$ cat src/lcd4_pkg.sv
// ----------------------------------------------------------------------------
// lcd4_pkg
// Shared types and constants for the 4-bit character LCD controller.
// ----------------------------------------------------------------------------
package lcd4_pkg;

	// Request codes on the slave stream
	localparam logic [2:0] CMD_COMMAND  = 3'd0;
	localparam logic [2:0] CMD_DATA     = 3'd1;
	localparam logic [2:0] CMD_CURSOR   = 3'd2;
	localparam logic [2:0] CMD_POWER_UP = 3'd3;
	localparam logic [2:0] CMD_CLEAR    = 3'd4;

	// Configuration register indexes
	localparam logic [2:0] CFG_POWER_UP_WAIT = 3'd0;
	localparam logic [2:0] CFG_STEP_WAIT     = 3'd1;
	localparam logic [2:0] CFG_PULSE         = 3'd2;
	localparam logic [2:0] CFG_FUNCTION_SET  = 3'd3;
	localparam logic [2:0] CFG_DISPLAY_CTRL  = 3'd4;
	localparam logic [2:0] CFG_ENTRY_MODE    = 3'd5;

	localparam int CFG_INDEX_W = 3;
	localparam int CFG_DATA_W  = 16;

	// Reset values
	localparam logic [15:0] RST_POWER_UP_WAIT = 16'd2000;
	localparam logic [7:0]  RST_STEP_WAIT     = 8'd1;
	localparam logic [7:0]  RST_FUNCTION_SET  = 8'h2A;
	localparam logic [7:0]  RST_DISPLAY_CTRL  = 8'h0C;
	localparam logic [7:0]  RST_ENTRY_MODE    = 8'h06;

	// HD44780 command bytes
	localparam logic [7:0] LCD_CLEAR_DISPLAY = 8'h01;
	localparam logic [7:0] LCD_SET_DDRAM     = 8'h80;

	// DDRAM row bases for a 20x4 panel
	localparam logic [7:0] ROW_BASE_1 = 8'h40;
	localparam logic [7:0] ROW_BASE_2 = 8'h14;
	localparam logic [7:0] ROW_BASE_3 = 8'h54;

	// Init nibbles
	localparam logic [3:0] NIB_INIT_8BIT = 4'h3;
	localparam logic [3:0] NIB_INIT_4BIT = 4'h2;

	// Pulse counts
	localparam int          PULSE_IDX_W      = 4;
	localparam logic [3:0]  BYTE_LAST_IDX    = 4'd1;
	localparam logic [3:0]  POWER_LAST_IDX   = 4'd13;
	localparam logic [3:0]  POWER_NIB_COUNT  = 4'd4;

	localparam int LCD4_FIFO_DEPTH = 2;

	localparam int IN_TDATA_W  = 32;
	localparam int OUT_TDATA_W = 32;

	typedef enum logic {
		REQ_BYTE,
		REQ_POWER_UP
	} req_kind_t;

	// One queued request for the sequencer
	typedef struct packed {
		req_kind_t  kind;
		logic       rs;
		logic [7:0] byte_value;
	} req_t;

	// Live configuration seen by the sequencer
	typedef struct packed {
		logic [15:0] power_up_wait_ms;
		logic [7:0]  step_wait_ms;
		logic [7:0]  function_set_word;
		logic [7:0]  display_control_word;
		logic [7:0]  entry_mode_word;
	} cfg_t;

	// One enable pulse
	typedef struct packed {
		logic        rs_level;
		logic [3:0]  nibble;
		logic [15:0] wait_before_ms;
		logic [7:0]  wait_after_ms;
		logic        last;
	} pulse_t;

endpackage

$ cat src/char_lcd_4bit_interface_top.sv
// ----------------------------------------------------------------------------
// char_lcd_4bit_interface_top
// HD44780-style character LCD controller, 4-bit bus mode.
// ----------------------------------------------------------------------------
// Each request on the slave stream becomes a run of enable-pulse descriptors
// on the master stream, tlast marking the final pulse of the request. Command,
// data, cursor and clear requests give two pulses (high nibble, then low);
// the power-up request gives 14. The sequencer issues one pulse per cycle
// unless m_tready stalls the output; consecutive requests follow with no gap,
// since the decoder feeds a request queue and the sequencer picks up the next
// request on the last pulse of the current one. Unknown request codes are
// taken and produce nothing. Registers are to be written by the user through
// cfg_we/cfg_index/cfg_data only while the block is idle, which the block
// does not enforce; pulse_ms is applied by the pin driver and is not stored here.
// ----------------------------------------------------------------------------
module char_lcd_4bit_interface_top import lcd4_pkg::*; #(
	parameter int FIFO_DEPTH = LCD4_FIFO_DEPTH
) (
	input  logic                   clk,
	input  logic                   arst_n,
	input  logic                   s_tvalid,
	output logic                   s_tready,
	// [2:0] cmd, [10:3] byte_value, [18:11] row, [26:19] col, [31:27] zero
	input  logic [IN_TDATA_W-1:0]  s_tdata,
	output logic                   m_tvalid,
	input  logic                   m_tready,
	// [0] rs_level, [4:1] nibble, [20:5] wait_before_ms, [28:21] wait_after_ms,
	// [31:29] zero
	output logic [OUT_TDATA_W-1:0] m_tdata,
	output logic                   m_tlast,
	input  logic                   cfg_we,
	input  logic [CFG_INDEX_W-1:0] cfg_index,
	input  logic [CFG_DATA_W-1:0]  cfg_data
);

	cfg_t   cfg_q;
	logic   dec_valid;
	req_t   dec_req;
	logic   fifo_full;
	logic   fifo_avail;
	req_t   fifo_head;
	logic   fifo_pop;
	logic   fifo_push;
	pulse_t pulse;

	always_ff @(posedge clk or negedge arst_n) begin
		if (!arst_n) begin
			cfg_q.power_up_wait_ms     <= RST_POWER_UP_WAIT;
			cfg_q.step_wait_ms         <= RST_STEP_WAIT;
			cfg_q.function_set_word    <= RST_FUNCTION_SET;
			cfg_q.display_control_word <= RST_DISPLAY_CTRL;
			cfg_q.entry_mode_word      <= RST_ENTRY_MODE;
		end else if (cfg_we) begin
			case (cfg_index)
				CFG_POWER_UP_WAIT: cfg_q.power_up_wait_ms     <= cfg_data;
				CFG_STEP_WAIT:     cfg_q.step_wait_ms         <= cfg_data[7:0];
				CFG_FUNCTION_SET:  cfg_q.function_set_word    <= cfg_data[7:0];
				CFG_DISPLAY_CTRL:  cfg_q.display_control_word <= cfg_data[7:0];
				CFG_ENTRY_MODE:    cfg_q.entry_mode_word      <= cfg_data[7:0];
				default: ;
			endcase
		end
	end

	lcd4_front u_front (
		.cmd        (s_tdata[2:0]),
		.byte_value (s_tdata[10:3]),
		.row        (s_tdata[18:11]),
		.col        (s_tdata[26:19]),
		.req_valid  (dec_valid),
		.req        (dec_req)
	);

	assign s_tready  = !fifo_full;
	assign fifo_push = s_tvalid && s_tready && dec_valid;

	lcd4_fifo #(
		.DEPTH (FIFO_DEPTH)
	) u_fifo (
		.clk       (clk),
		.arst_n    (arst_n),
		.push      (fifo_push),
		.push_data (dec_req),
		.full      (fifo_full),
		.pop       (fifo_pop),
		.not_empty (fifo_avail),
		.pop_data  (fifo_head)
	);

	lcd4_seq u_seq (
		.clk         (clk),
		.arst_n      (arst_n),
		.cfg         (cfg_q),
		.req_avail   (fifo_avail),
		.req_head    (fifo_head),
		.req_pop     (fifo_pop),
		.pulse_valid (m_tvalid),
		.pulse_ready (m_tready),
		.pulse       (pulse)
	);

	assign m_tdata = {3'd0, pulse.wait_after_ms, pulse.wait_before_ms,
	                  pulse.nibble, pulse.rs_level};
	assign m_tlast = pulse.last;

endmodule

$ cat src/lcd4_front.sv
// ----------------------------------------------------------------------------
// lcd4_front
// Decodes incoming requests into byte or power-up jobs for the queue.
// ----------------------------------------------------------------------------
module lcd4_front import lcd4_pkg::*; (
	input  logic [2:0] cmd,
	input  logic [7:0] byte_value,
	input  logic [7:0] row,
	input  logic [7:0] col,
	output logic       req_valid,
	output req_t       req
);

	logic [7:0] row_base;

	always_comb begin
		case (row)
			8'd1:    row_base = ROW_BASE_1;
			8'd2:    row_base = ROW_BASE_2;
			8'd3:    row_base = ROW_BASE_3;
			default: row_base = 8'h00;
		endcase
	end

	always_comb begin
		req_valid      = 1'b1;
		req.kind       = REQ_BYTE;
		req.rs         = 1'b0;
		req.byte_value = byte_value;
		case (cmd)
			CMD_COMMAND: begin
				req.rs = 1'b0;
			end
			CMD_DATA: begin
				req.rs = 1'b1;
			end
			CMD_CURSOR: begin
				// 8-bit add wraps mod 256
				req.byte_value = (row_base + col) | LCD_SET_DDRAM;
			end
			CMD_POWER_UP: begin
				req.kind = REQ_POWER_UP;
			end
			CMD_CLEAR: begin
				req.byte_value = LCD_CLEAR_DISPLAY;
			end
			default: begin
				// unknown codes are consumed with no output
				req_valid = 1'b0;
			end
		endcase
	end

endmodule

$ cat src/lcd4_fifo.sv
// ----------------------------------------------------------------------------
// lcd4_fifo
// Small request queue between the decoder and the pulse sequencer.
// ----------------------------------------------------------------------------
module lcd4_fifo import lcd4_pkg::*; #(
	parameter int DEPTH = LCD4_FIFO_DEPTH
) (
	input  logic clk,
	input  logic arst_n,
	input  logic push,
	input  req_t push_data,
	output logic full,
	input  logic pop,
	output logic not_empty,
	output req_t pop_data
);

	localparam int PTR_W = $clog2(DEPTH);
	localparam int CNT_W = $clog2(DEPTH + 1);
	localparam logic [PTR_W-1:0] PTR_LAST = PTR_W'(DEPTH - 1);
	localparam logic [CNT_W-1:0] CNT_FULL = CNT_W'(DEPTH);

	req_t             entry_q [DEPTH];
	logic [PTR_W-1:0] wr_ptr_q;
	logic [PTR_W-1:0] rd_ptr_q;
	logic [CNT_W-1:0] count_q;

	assign full      = (count_q == CNT_FULL);
	assign not_empty = (count_q != '0);
	assign pop_data  = entry_q[rd_ptr_q];

	always_ff @(posedge clk) begin
		if (push) begin
			entry_q[wr_ptr_q] <= push_data;
		end
	end

	always_ff @(posedge clk or negedge arst_n) begin
		if (!arst_n) begin
			wr_ptr_q <= '0;
			rd_ptr_q <= '0;
			count_q  <= '0;
		end else begin
			if (push) begin
				wr_ptr_q <= (wr_ptr_q == PTR_LAST) ? '0 : wr_ptr_q + 1'b1;
			end
			if (pop) begin
				rd_ptr_q <= (rd_ptr_q == PTR_LAST) ? '0 : rd_ptr_q + 1'b1;
			end
			if (push && !pop) begin
				count_q <= count_q + 1'b1;
			end else if (pop && !push) begin
				count_q <= count_q - 1'b1;
			end
		end
	end

endmodule

$ cat src/lcd4_seq.sv
// ----------------------------------------------------------------------------
// lcd4_seq
// Pulse sequencer: walks each queued request one enable pulse per cycle while pulse_ready does not stall it.
// ----------------------------------------------------------------------------
module lcd4_seq import lcd4_pkg::*; (
	input  logic   clk,
	input  logic   arst_n,
	input  cfg_t   cfg,
	input  logic   req_avail,
	input  req_t   req_head,
	output logic   req_pop,
	output logic   pulse_valid,
	input  logic   pulse_ready,
	output pulse_t pulse
);

	logic                   cur_valid_q;
	req_t                   cur_q;
	logic [PULSE_IDX_W-1:0] idx_q;
	logic                   rs_held_q;
	logic                   out_valid_q;
	pulse_t                 out_q;

	logic                   load;
	logic                   advance;
	logic                   cur_last;
	logic [PULSE_IDX_W-1:0] pw_idx;
	logic [7:0]             sel_byte;
	logic                   sel_rs;
	logic                   is_nibble;
	pulse_t                 next_pulse;

	assign load     = !out_valid_q || pulse_ready;
	assign advance  = cur_valid_q && load;
	assign cur_last = (cur_q.kind == REQ_BYTE) ? (idx_q == BYTE_LAST_IDX)
	                                           : (idx_q == POWER_LAST_IDX);
	assign req_pop  = req_avail && (!cur_valid_q || (advance && cur_last));

	// Byte select for the power-up command phase
	assign pw_idx = idx_q - POWER_NIB_COUNT;

	always_comb begin
		is_nibble = 1'b0;
		sel_rs    = cur_q.rs;
		sel_byte  = cur_q.byte_value;
		if (cur_q.kind == REQ_POWER_UP) begin
			sel_rs    = 1'b0;
			is_nibble = (idx_q < POWER_NIB_COUNT);
			case (pw_idx[PULSE_IDX_W-1:1])
				3'd0:    sel_byte = cfg.function_set_word;
				3'd1:    sel_byte = cfg.display_control_word;
				3'd2:    sel_byte = LCD_CLEAR_DISPLAY;
				3'd3:    sel_byte = cfg.entry_mode_word;
				default: sel_byte = LCD_CLEAR_DISPLAY;
			endcase
		end
	end

	always_comb begin
		next_pulse.last = cur_last;
		if (is_nibble) begin
			next_pulse.rs_level       = rs_held_q;
			next_pulse.nibble         = (idx_q == 4'd3) ? NIB_INIT_4BIT : NIB_INIT_8BIT;
			next_pulse.wait_before_ms = (idx_q == '0) ? cfg.power_up_wait_ms : 16'd0;
			next_pulse.wait_after_ms  = cfg.step_wait_ms;
		end else if (!idx_q[0]) begin
			// high nibble: settle for twice the step wait before the pulse, after RS changes
			next_pulse.rs_level       = sel_rs;
			next_pulse.nibble         = sel_byte[7:4];
			next_pulse.wait_before_ms = {7'd0, cfg.step_wait_ms, 1'b0};
			next_pulse.wait_after_ms  = 8'd0;
		end else begin
			next_pulse.rs_level       = sel_rs;
			next_pulse.nibble         = sel_byte[3:0];
			next_pulse.wait_before_ms = 16'd0;
			next_pulse.wait_after_ms  = cfg.step_wait_ms;
		end
	end

	always_ff @(posedge clk) begin
		if (req_pop) begin
			cur_q <= req_head;
		end
		if (advance) begin
			out_q <= next_pulse;
		end
	end

	always_ff @(posedge clk or negedge arst_n) begin
		if (!arst_n) begin
			cur_valid_q <= 1'b0;
			idx_q       <= '0;
			rs_held_q   <= 1'b0;
			out_valid_q <= 1'b0;
		end else begin
			if (req_pop) begin
				cur_valid_q <= 1'b1;
				idx_q       <= '0;
			end else if (advance && cur_last) begin
				cur_valid_q <= 1'b0;
			end else if (advance) begin
				idx_q <= idx_q + 1'b1;
			end
			if (advance && !is_nibble) begin
				rs_held_q <= sel_rs;
			end
			if (load) begin
				out_valid_q <= cur_valid_q;
			end
		end
	end

	assign pulse_valid = out_valid_q;
	assign pulse       = out_q;

endmodule
$ cat config.mk
export PLATFORM = sky130hd
export DESIGN_NAME = char_lcd_4bit_interface_top
export DESIGN_NICKNAME = d
export VERILOG_FILES = /design/src/lcd4_pkg.sv /design/src/char_lcd_4bit_interface_top.sv /design/src/lcd4_front.sv /design/src/lcd4_fifo.sv /design/src/lcd4_seq.sv
export SDC_FILE = /design/constraint.sdc
export NUM_CORES = 1
export LEC_CHECK = 0
export BUFFER_PORTS_ARGS = -buffer_cell sky130_fd_sc_hd__clkbuf_2
export CAP_MARGIN = 20
export CORE_UTILIZATION = 30
export DETAILED_ROUTE_END_ITERATION = 10
export PLACE_DENSITY = 0.47
export SLEW_MARGIN = 10
export SYNTH_ARGS = -nofsm -noshare
export SYNTH_HDL_FRONTEND = slang
export SYNTH_SLANG_ARGS = --single-unit
$ cat constraint.sdc
create_clock -name clk -period 5.8 [get_ports clk]
set_input_delay 1.74 -clock clk [delete_from_list [all_inputs] [get_ports clk]]
set_output_delay 1.74 -clock clk [all_outputs]
set_load 0.02 [all_outputs]
Word level (Yosys, flattened, before mapping)
Memories as Yosys holds them, arrays and structs flattened. A register that Yosys moved wholly into a read port is not among the register bits.
Index checks and enable logic that the tools add are counted.

word-level totals
  bits in registers = 89
  bits in latches = 0
  bits in writable memories = 20
  memory bits (read-only) = 0
  bits of input ports = 56
  output and inout bits = 35
  logic and storage cells = 100
  memories = 1

cells by class
  add/sub/neg operators = 7
  $mul = 0
  div/mod/pow operators = 0
  order comparisons = 1
  eq/ne operators = 18
  shift operators = 0
  multiplexer cells = 25
  bitwise logic cells = 0
  reduce and logical (&&, ||, !) cells = 31

memory list
  memory          depth  bits a word  read ports  clocked after Yosys merged registers in  wr ports  RTL line         RTL
  u_fifo.entry_q  2      10           1           1                                        1         lcd4_fifo.sv:23  req_t entry_q [DEPTH];

operators with widths
  operator                                                               number
  29-bit two-way mux                                                     1
  28-bit two-way mux                                                     1
  8-bit case mux with 3 select lines                                     1
  7-bit case mux with 3 select lines                                     1
  8-bit by 2-bit equality test with 1-bit output, second input constant  2
  16-bit two-way mux                                                     1
  8-bit case mux with 2 select lines                                     1
  1-bit two-way mux                                                      13
  3-bit by 2-bit equality test with 1-bit output, second input constant  4
  4-bit two-way mux                                                      3
  2-bit AND reduction                                                    6
  3-bit by 1-bit equality test with 1-bit output, second input constant  3
  3-bit equality test, second input constant                             3
  3-bit logical NOT                                                      3
  8-bit by 1-bit equality test with 1-bit output, second input constant  1
  1-bit logical AND                                                      8
  8-bit two-way mux                                                      1
  2-bit nonzero test                                                     4
  7-bit adder                                                            1
  1-bit logical NOT                                                      6
  5-bit OR reduction                                                     1
  4-bit by 1-bit adder with 4-bit output, second input constant          1
  4-bit by 1-bit equality test with 1-bit output, second input constant  1
  4-bit by 2-bit equality test with 1-bit output, second input constant  1
  other kinds (11)                                                       14

Longest topological paths before layout
Gate-level depths: netlist (run 1).

  depth after elaboration = 9
  depth in mapped cells = 10
  gate-level depth less buffers = 9

Hierarchy
A second synthesis (run 1) with hierarchy kept.

second synthesis, totals
  cells, all modules = 358
  area, all modules = 5356.4 um^2

modules (own cells, without submodules)
  module                       times used  cells an instance  area each (um^2)
  lcd4_seq                     1           166                2277.2
  char_lcd_4bit_interface_top  1           110                1878.1
  lcd4_fifo                    1           47                 949.7
  lcd4_front                   1           35                 251.5

Worst setup path after synthesis (run 1)
Ideal clock, no wire load.

  path type = input port to flip-flop
  start = in m_tready
  end = reg u_fifo.count_q[1]
  arrival time = 3.307 ns
  required time = 5.721 ns
  slack = 2.414 ns
  stages = 8
  cells stage by stage = nand2b_1 clkbuf_1 o211ai_1 a21oi_2 inv_1 ha_1 nor2_1 xor2_1

between the ends
  longest elaborated chain between the ends = 8
  elaborated cells between the ends (all ways) = 10
  classes of those cells = mux (1); reduce/logical (9)

ends and longest elaborated chain
  item                                                     RTL line                           RTL
  from (decl)                                              char_lcd_4bit_interface_top.sv:26  input logic m_tready,
  1-bit logical OR *                                       lcd4_seq.sv:33                     assign load = !out_valid_q || pulse_ready;
  1-bit logical AND *                                      lcd4_seq.sv:34                     assign advance = cur_valid_q && load;
  1-bit logical AND *                                      lcd4_seq.sv:37                     assign req_pop = req_avail && (!cur_valid_q || (advance && cur_last));
  1-bit logical OR *                                       lcd4_seq.sv:37
  1-bit logical AND *                                      lcd4_seq.sv:37
  net fifo_pop                                             char_lcd_4bit_interface_top.sv:42  logic fifo_pop;
  1-bit logical NOT                                        lcd4_fifo.sv:50                    if (push && !pop) begin
  1-bit logical AND                                        lcd4_fifo.sv:50
  2-bit two-way mux or 2-bit nonzero test (tied branches)  n/a
  to (signal assigned)                                     lcd4_fifo.sv:51                    count_q <= count_q + 1'b1;
  to (signal assigned)                                     lcd4_fifo.sv:53                    count_q <= count_q - 1'b1;
  to (decl)                                                lcd4_fifo.sv:26                    logic [CNT_W-1:0] count_q;

Mark *: on every way through the listed nets, which the timed path passes. The rest lies on a longest branch.
A chain may end at the register's enable or synchronous reset.

==> metrics.txt, run 1 <==
status completed; Setup crit end u_fifo.entry_q[0][6]$_DFFE_PP_; Hold Crit Depth 1; Max Buffers Root-to-Sink 2; post-CTS sizing 0; first-pass GRT wire length 16,300 um; Reg power frac 43.3%; Comb power frac 21.2%; Register-to-Register Setup Slack 3.15 ns; Netlist Area Pre-Place 0.00529 mm^2; RR Startpoint u_seq.idx_q[2]$_DFFE_PN0P_; Fin Setup TNS 0 ns; synth cell count leaders mux2_2 (63), edfxtp_1 (60), dfrtp_1 (45), nand2_1 (20), nor2b_1 (17); H-tree depth 4; min-delay src u_fifo.wr_ptr_q$_DFFE_PN0P_; fillcell total 1,666; initial antenna violation count 0; Mapped Cells 383; CTS Sinks 119; vias in the first global route 3,291; Die Y 135 um; Tmin final 3.28 ns; sequential share of the synthesized area 62.3%; static leakage 2.72 nW; die area 0.0182 mm^2; EDFF count, synth 60; Detailed Place HPWL 6990 um; Placer Congestion 0.745; Peak VDD IR 0.240 mV; Rows 48; DRT Pass-1 Iters 4; Num CTS Buffers 17; post-synthesis async set-or-reset flop share 49.6%; clock share of power 35.5%; routed wire length per instance 14.3 um; Area Growth Syn to Fin 22.7%; top-count cell post-synth mux2_2; layout cell share with drive strength beyond 1 39.8%; CTS hold repair buffers 0; Total Wirelength 10,100 um; I/O pin total 91; main flop type after synthesis edfxtp_1; core region area 0.0172 mm^2; normalized max-slew margin 40.8%; synth top area cells edfxtp_1 (34%), dfrtp_1 (21%), mux2_2 (13%); Sw Pwr 0.000815 W; top-area cell type share of the netlist area 34.1%; Critical R2R Capture u_fifo.count_q[1]$_DFFE_PN0P_; Final setup violation count 0; # DRC 0; CP endpoint kind register; n_diodes 0; Critical Path Start s_tdata[14]; die width 135 um; Final Hold Viols 0; clk root buf clkbuf_16; WP data required 5.93 ns; Crit Path Class input pin to register; CP max FO 3; Slew @ Worst Pin 0.883 ns; Hold Path Class register to register; Nets 534; Worst-path clk slew 0.05 ns; clk_skew 0.00900 ns; Sw Ratio 28.1%; Final period util 56.5%; startpoint types input pin; Hold Slack 0.489 ns; initial core utilization 30.7%; Distinct cells, synth 47; Worst Path Arrival 3.41 ns; power density over cell area 447 mW/mm^2; largest net degree at the start of global routing 60; total gr overflow 0; count of state elements after synthesis 119; Worst-Skew Late Latency 0.41 ns; Warnings, synthesis 0; Iter 0 DRT Violations 131; all-layer global routing usage 11.9%; r2r worst-path depth 7; post-route ant nets 0; maximum clock frequency 305 MHz; Slew Limit Fails 0; I/O Buffers 81; CTS tree yes; Post CTS Setup Buffer Count 0; maxcap violations 0; Vias/cell 4.55; Synth area leader edfxtp_1; unrepaired setup endpoints after global routing no; syn_area_per_cell 13.8 um^2; internal power 0.00209 W; via count 3,221
## routing by layer
layer	up-vias	global-route usage (%)	wire (um)
met4	0	5.68	223
met5	-	0	0
li1	1569	-	-
met3	18	3.38	512
met1	1534	14.4	4640
met2	100	19.5	4750
## worst min-delay path by stage
stage / end / slack (ns)
detailed placement: u_fifo.wr_ptr_q$_DFFE_PN0P_ / 0.48
global route: u_fifo.count_q[1]$_DFFE_PN0P_ / 0.51
floorplan: u_fifo.wr_ptr_q$_DFFE_PN0P_ / 0.46
CTS: u_fifo.wr_ptr_q$_DFFE_PN0P_ / 0.49
global placement: u_fifo.wr_ptr_q$_DFFE_PN0P_ / 0.48
finish: u_fifo.wr_ptr_q$_DFFE_PN0P_ / 0.49
## layout by cell type, fill, tap and decap left out, types with 7 or more instances in the layout
cell type,instances
clkbuf_2,81
mux2_2,63
edfxtp_1,60
dfrtp_1,45
nand2_1,20
nor2b_1,17
clkbuf_16,17
o21ai_0,16
inv_1,15
dfstp_2,14
nor2_1,12
a22o_1,10
and2_1,9
a21oi_1,8
ha_1,8
mux2i_1,7
## cell families (layout without fill, tap and decap cells)
group	after synthesis	after routing	share of synthesized area, %
compound gates	62	62	8.04
xor+xnor	9	9	1.49
fa+ha+maj	8	8	1.89
buf+inv	35	133	3.22
flops	119	119	62.3
mux	70	70	14.7
other cells	1	3	0.0709
simple gates	79	79	8.28
## registers in the layout (all words and copies together) (netlist names), 2 cells and up
signal          count
u_seq.cur_q        10
u_fifo.count_q      2
u_seq.idx_q         4
cfg_q              48
u_seq.pulse        30
u_fifo.entry_q     20
## area by class of cell
type                       count  area (um^2)  area share (%)
clock buffer                  22          454            7.00
inverter                      15         56.3           0.867
timing repair buffer          86          443            6.82
tap                          225          282            4.34
clock inverter                10          129            1.98
sequential                   119         3300            50.8
multi-input combinational    231         1830            28.2
## metrics by stage
stage	area [um^2]	utilization [%]	std cells	power [W]	setup WS, ns
after floorplan	5300	-	385	0.00170	2.41
final	6490	37.7	708	0.00290	2.52
after detailed placement	5910	34.3	676	0.00190	2.09
after CTS	6490	37.7	708	0.00294	2.51
after global placement	5910	34.3	676	0.00189	2.10
after global routing	6490	37.7	708	0.00306	2.37
## worst max-delay path, cell delays in order
cell,delay [ns]
clkbuf_2,0.08
nor4_1,0.35
and3_1,0.23
ha_1,0.18
ha_1,0.22
nand3_1,0.10
a32oi_1,0.24
xnor2_1,0.15
o21ai_0,0.12
## power groups by stage
stage / logic (W) / clock network [W] / registers (W)
final: 0.000615 / 0.00103 / 0.00126
after detailed placement: 0.000622 / 0 / 0.00128
after global placement: 0.000616 / 0 / 0.00127
after floorplan: 0.000447 / 0 / 0.00126
after CTS: 0.000624 / 0.00105 / 0.00126
after global routing: 0.000684 / 0.00109 / 0.00128
Power figures use the tool's default switching activity.
==> run 2: changes to the inputs <==
--- a/config.mk
+++ b/config.mk
@@ -9,7 +9,7 @@
 export CAP_MARGIN = 20
 export CORE_UTILIZATION = 30
 export DETAILED_ROUTE_END_ITERATION = 10
-export PLACE_DENSITY = 0.47
+export PLACE_DENSITY = 0.49
 export SLEW_MARGIN = 10
 export SYNTH_ARGS = -nofsm -noshare
 export SYNTH_HDL_FRONTEND = slang
==> constraint.sdc (replaced) <==
create_clock -name clk -period 2.8 [get_ports clk]
set_input_delay 0.84 -clock clk [delete_from_list [all_inputs] [get_ports clk]]
set_output_delay 0.84 -clock clk [all_outputs]
set_load 0.02 [all_outputs]
==> metrics.txt, run 2 (same netlist as run 1, synthesis figures left out) <==
status completed; unrepaired setup endpoints after global routing no; normalized max-slew margin 48.5% (+7.7 points); r2r worst-path depth 5 (-2); fin cells 714 (+0.85%); startpoint types input pin; die area 0.0182 mm^2 (unchanged); Placed Instances 682 (+0.89%); max reg flops 48 (unchanged); Hold Path Class register to register; die width 135 um (unchanged); Hold Path End u_fifo.wr_ptr_q$_DFFE_PN0P_; I/O Buffers 81 (unchanged); initial core utilization 30.7% (unchanged); static leakage 2.75 nW (+1.3%); Max Buffers Root-to-Sink 2 (unchanged); cell area after layout 0.00655 mm^2 (+0.85%); clk_skew 0.00536 ns (-0.00364 ns); Cell Area, Placed 0.00595 mm^2 (+0.76%); Iter 0 DRT Violations 151 (+15%); CP endpoint kind register; initial antenna violation count 0 (unchanged); Slowest cell on crit path nor4_1; n_diodes 0 (unchanged); routed wire length per instance 14.4 um (+0.39%); Critical Path, Cell by Cell clkbuf_2 > nor4_1 > and3_1 > ha_1 > ha_1 > nand3_1 > a32oi_1 > xnor2_1 > o21ai_0; Rows 48 (unchanged); maxcap violations 0 (unchanged); H-tree depth 4 (unchanged); fillcell total 1,684 (+1.1%); WP data required 2.93 ns (-3.00 ns); RR Startpoint u_seq.idx_q[2]$_DFFE_PN0P_; Post CTS Setup Buffer Count 0 (unchanged); CTS hold repair buffers 0 (unchanged); Nets 540 (+1.1%); Critical R2R Capture u_seq.pulse[25]$_DFFE_PP_; Slew Limit Fails 0 (unchanged); min-delay src u_fifo.wr_ptr_q$_DFFE_PN0P_; Final setup violation count 0 (unchanged); layout cell share with drive strength beyond 1 40.7% (+0.94 points); clk root buf clkbuf_16; first-pass GRT wire length 16,800 um (+2.9%); Hold Crit Depth 1 (unchanged); maximum clock frequency 431 MHz; Vias/cell 4.57 (+0.51%); Final period util 82.9%; most frequent cells in the layout clkbuf_2 (81), mux2_2 (63), edfxtp_1 (60), dfrtp_1 (45), nand2_1 (20); post-CTS sizing 0 (unchanged); area of the multi-input gates 0.00183 mm^2 (unchanged); Placer Congestion 0.751 (+0.86%); Num CTS Buffers 17 (unchanged); Slew @ Worst Pin 0.773 ns (-0.110 ns); CTS tree yes; Final Hold Viols 0 (unchanged); Worst Path Arrival 2.45 ns (-0.96 ns); all-layer global routing usage 12.3% (+0.36 points); Peak VDD IR 0.399 mV (+66%); slowest stage delay, CP 0.33 ns (-0.02 ns); register area 0.00330 mm^2 (unchanged); core region area 0.0172 mm^2 (unchanged); vias in the first global route 3,383 (+2.8%); power density over cell area 923 mW/mm^2 (+110%); total gr overflow 0 (unchanged); Area Growth Syn to Fin 23.7%; Register-to-Register Setup Slack 0.65 ns (-2.50 ns); Die Y 135 um (unchanged); family with the most delay on the worst path simple AND/OR/NAND/NOR gates; via count 3,265 (+1.4%); post-route ant nets 0 (unchanged); Tot Pwr 0.00604 W (+110%); # DRC 0 (unchanged); Detailed Place HPWL 7290 um (+4.3%); Biggest register cfg_q; Worst-path clk slew 0.05 ns (about the same); largest net degree at the start of global routing 60 (unchanged); Total Wirelength 10,200 um (+1.2%); I/O pin total 91 (unchanged); most common cell after layout, fill and taps aside clkbuf_2; Fin Setup TNS 0 ns (unchanged); most used cell, CP ha_1; Crit Path Class input pin to register; CP max FO 3 (unchanged); CTS Sinks 119 (unchanged); CP bufs+invs 1 (unchanged); DRT Pass-1 Iters 4 (unchanged); Tmin final 2.32 ns; Worst-Skew Late Latency 0.40 ns (about the same)
==> run 2: changes by cell type in the layout (fill, tap and decap cells not counted) <==
cell,previous run,this run
buf_4,5,11
clkbuf_8,1,2
clkinv_1,2,1
==> run 2: how the worst max path moves through the flow <==
stage / end / cells after the start / slack, ns / from
after floorplan: u_fifo.count_q[1]$_DFFE_PN0P_ / 8 / 0.31 / m_tready
after global placement: u_fifo.entry_q[0][6]$_DFFE_PP_ / 9 / 0.15 / s_tdata[14]
after detailed placement: u_fifo.entry_q[0][6]$_DFFE_PP_ / 9 / 0.08 / s_tdata[14]
after CTS: u_fifo.entry_q[0][6]$_DFFE_PP_ / 9 / 0.51 / s_tdata[14]
after global routing: u_fifo.entry_q[1][6]$_DFFE_PP_ / 9 / 0.31 / s_tdata[14]
final: u_fifo.entry_q[0][6]$_DFFE_PP_ / 9 / 0.48 / s_tdata[14]
==> run 2: layout make-up <==
cell class	count	area share (%)
sequential	119	50.3
timing repair buffer	92	7.45
clock buffer	23	7.15
clock inverter	9	1.91
tap	225	4.30
multi-input combinational	231	28.0
inverter	15	0.860
==> run 2: stage by stage <==
step,hold WS [ns],util (%),setup slack (ns)
after floorplan,0.460,-,0.314
final,0.498,38.0,0.480
after CTS,0.499,38.0,0.510
after global routing,0.505,38.0,0.306
after detailed placement,0.487,34.5,0.0754
after global placement,0.480,34.5,0.147
==> run 2: metal layers <==
| metal | up-vias | track usage, % | part of all wire, % |
|---|---|---|---|
| li1 | 1586 | - | - |
| met1 | 1571 | 14.9 | 46 |
| met2 | 94 | 20.2 | 48 |
| met3 | 14 | 3.87 | 5.1 |
| met4 | 0 | 4.93 | 1.3 |
| met5 | - | 0 | 0 |
==> run 2: power breakdown <==
group / switching [W] / leakage (nW) / total (W) / internal [W]
combinational: 0.000703 / 1.20 / 0.00132 / 0.000620
sequential: 0.000256 / 1.26 / 0.00257 / 0.00232
clock: 0.000710 / 0.289 / 0.00215 / 0.00144
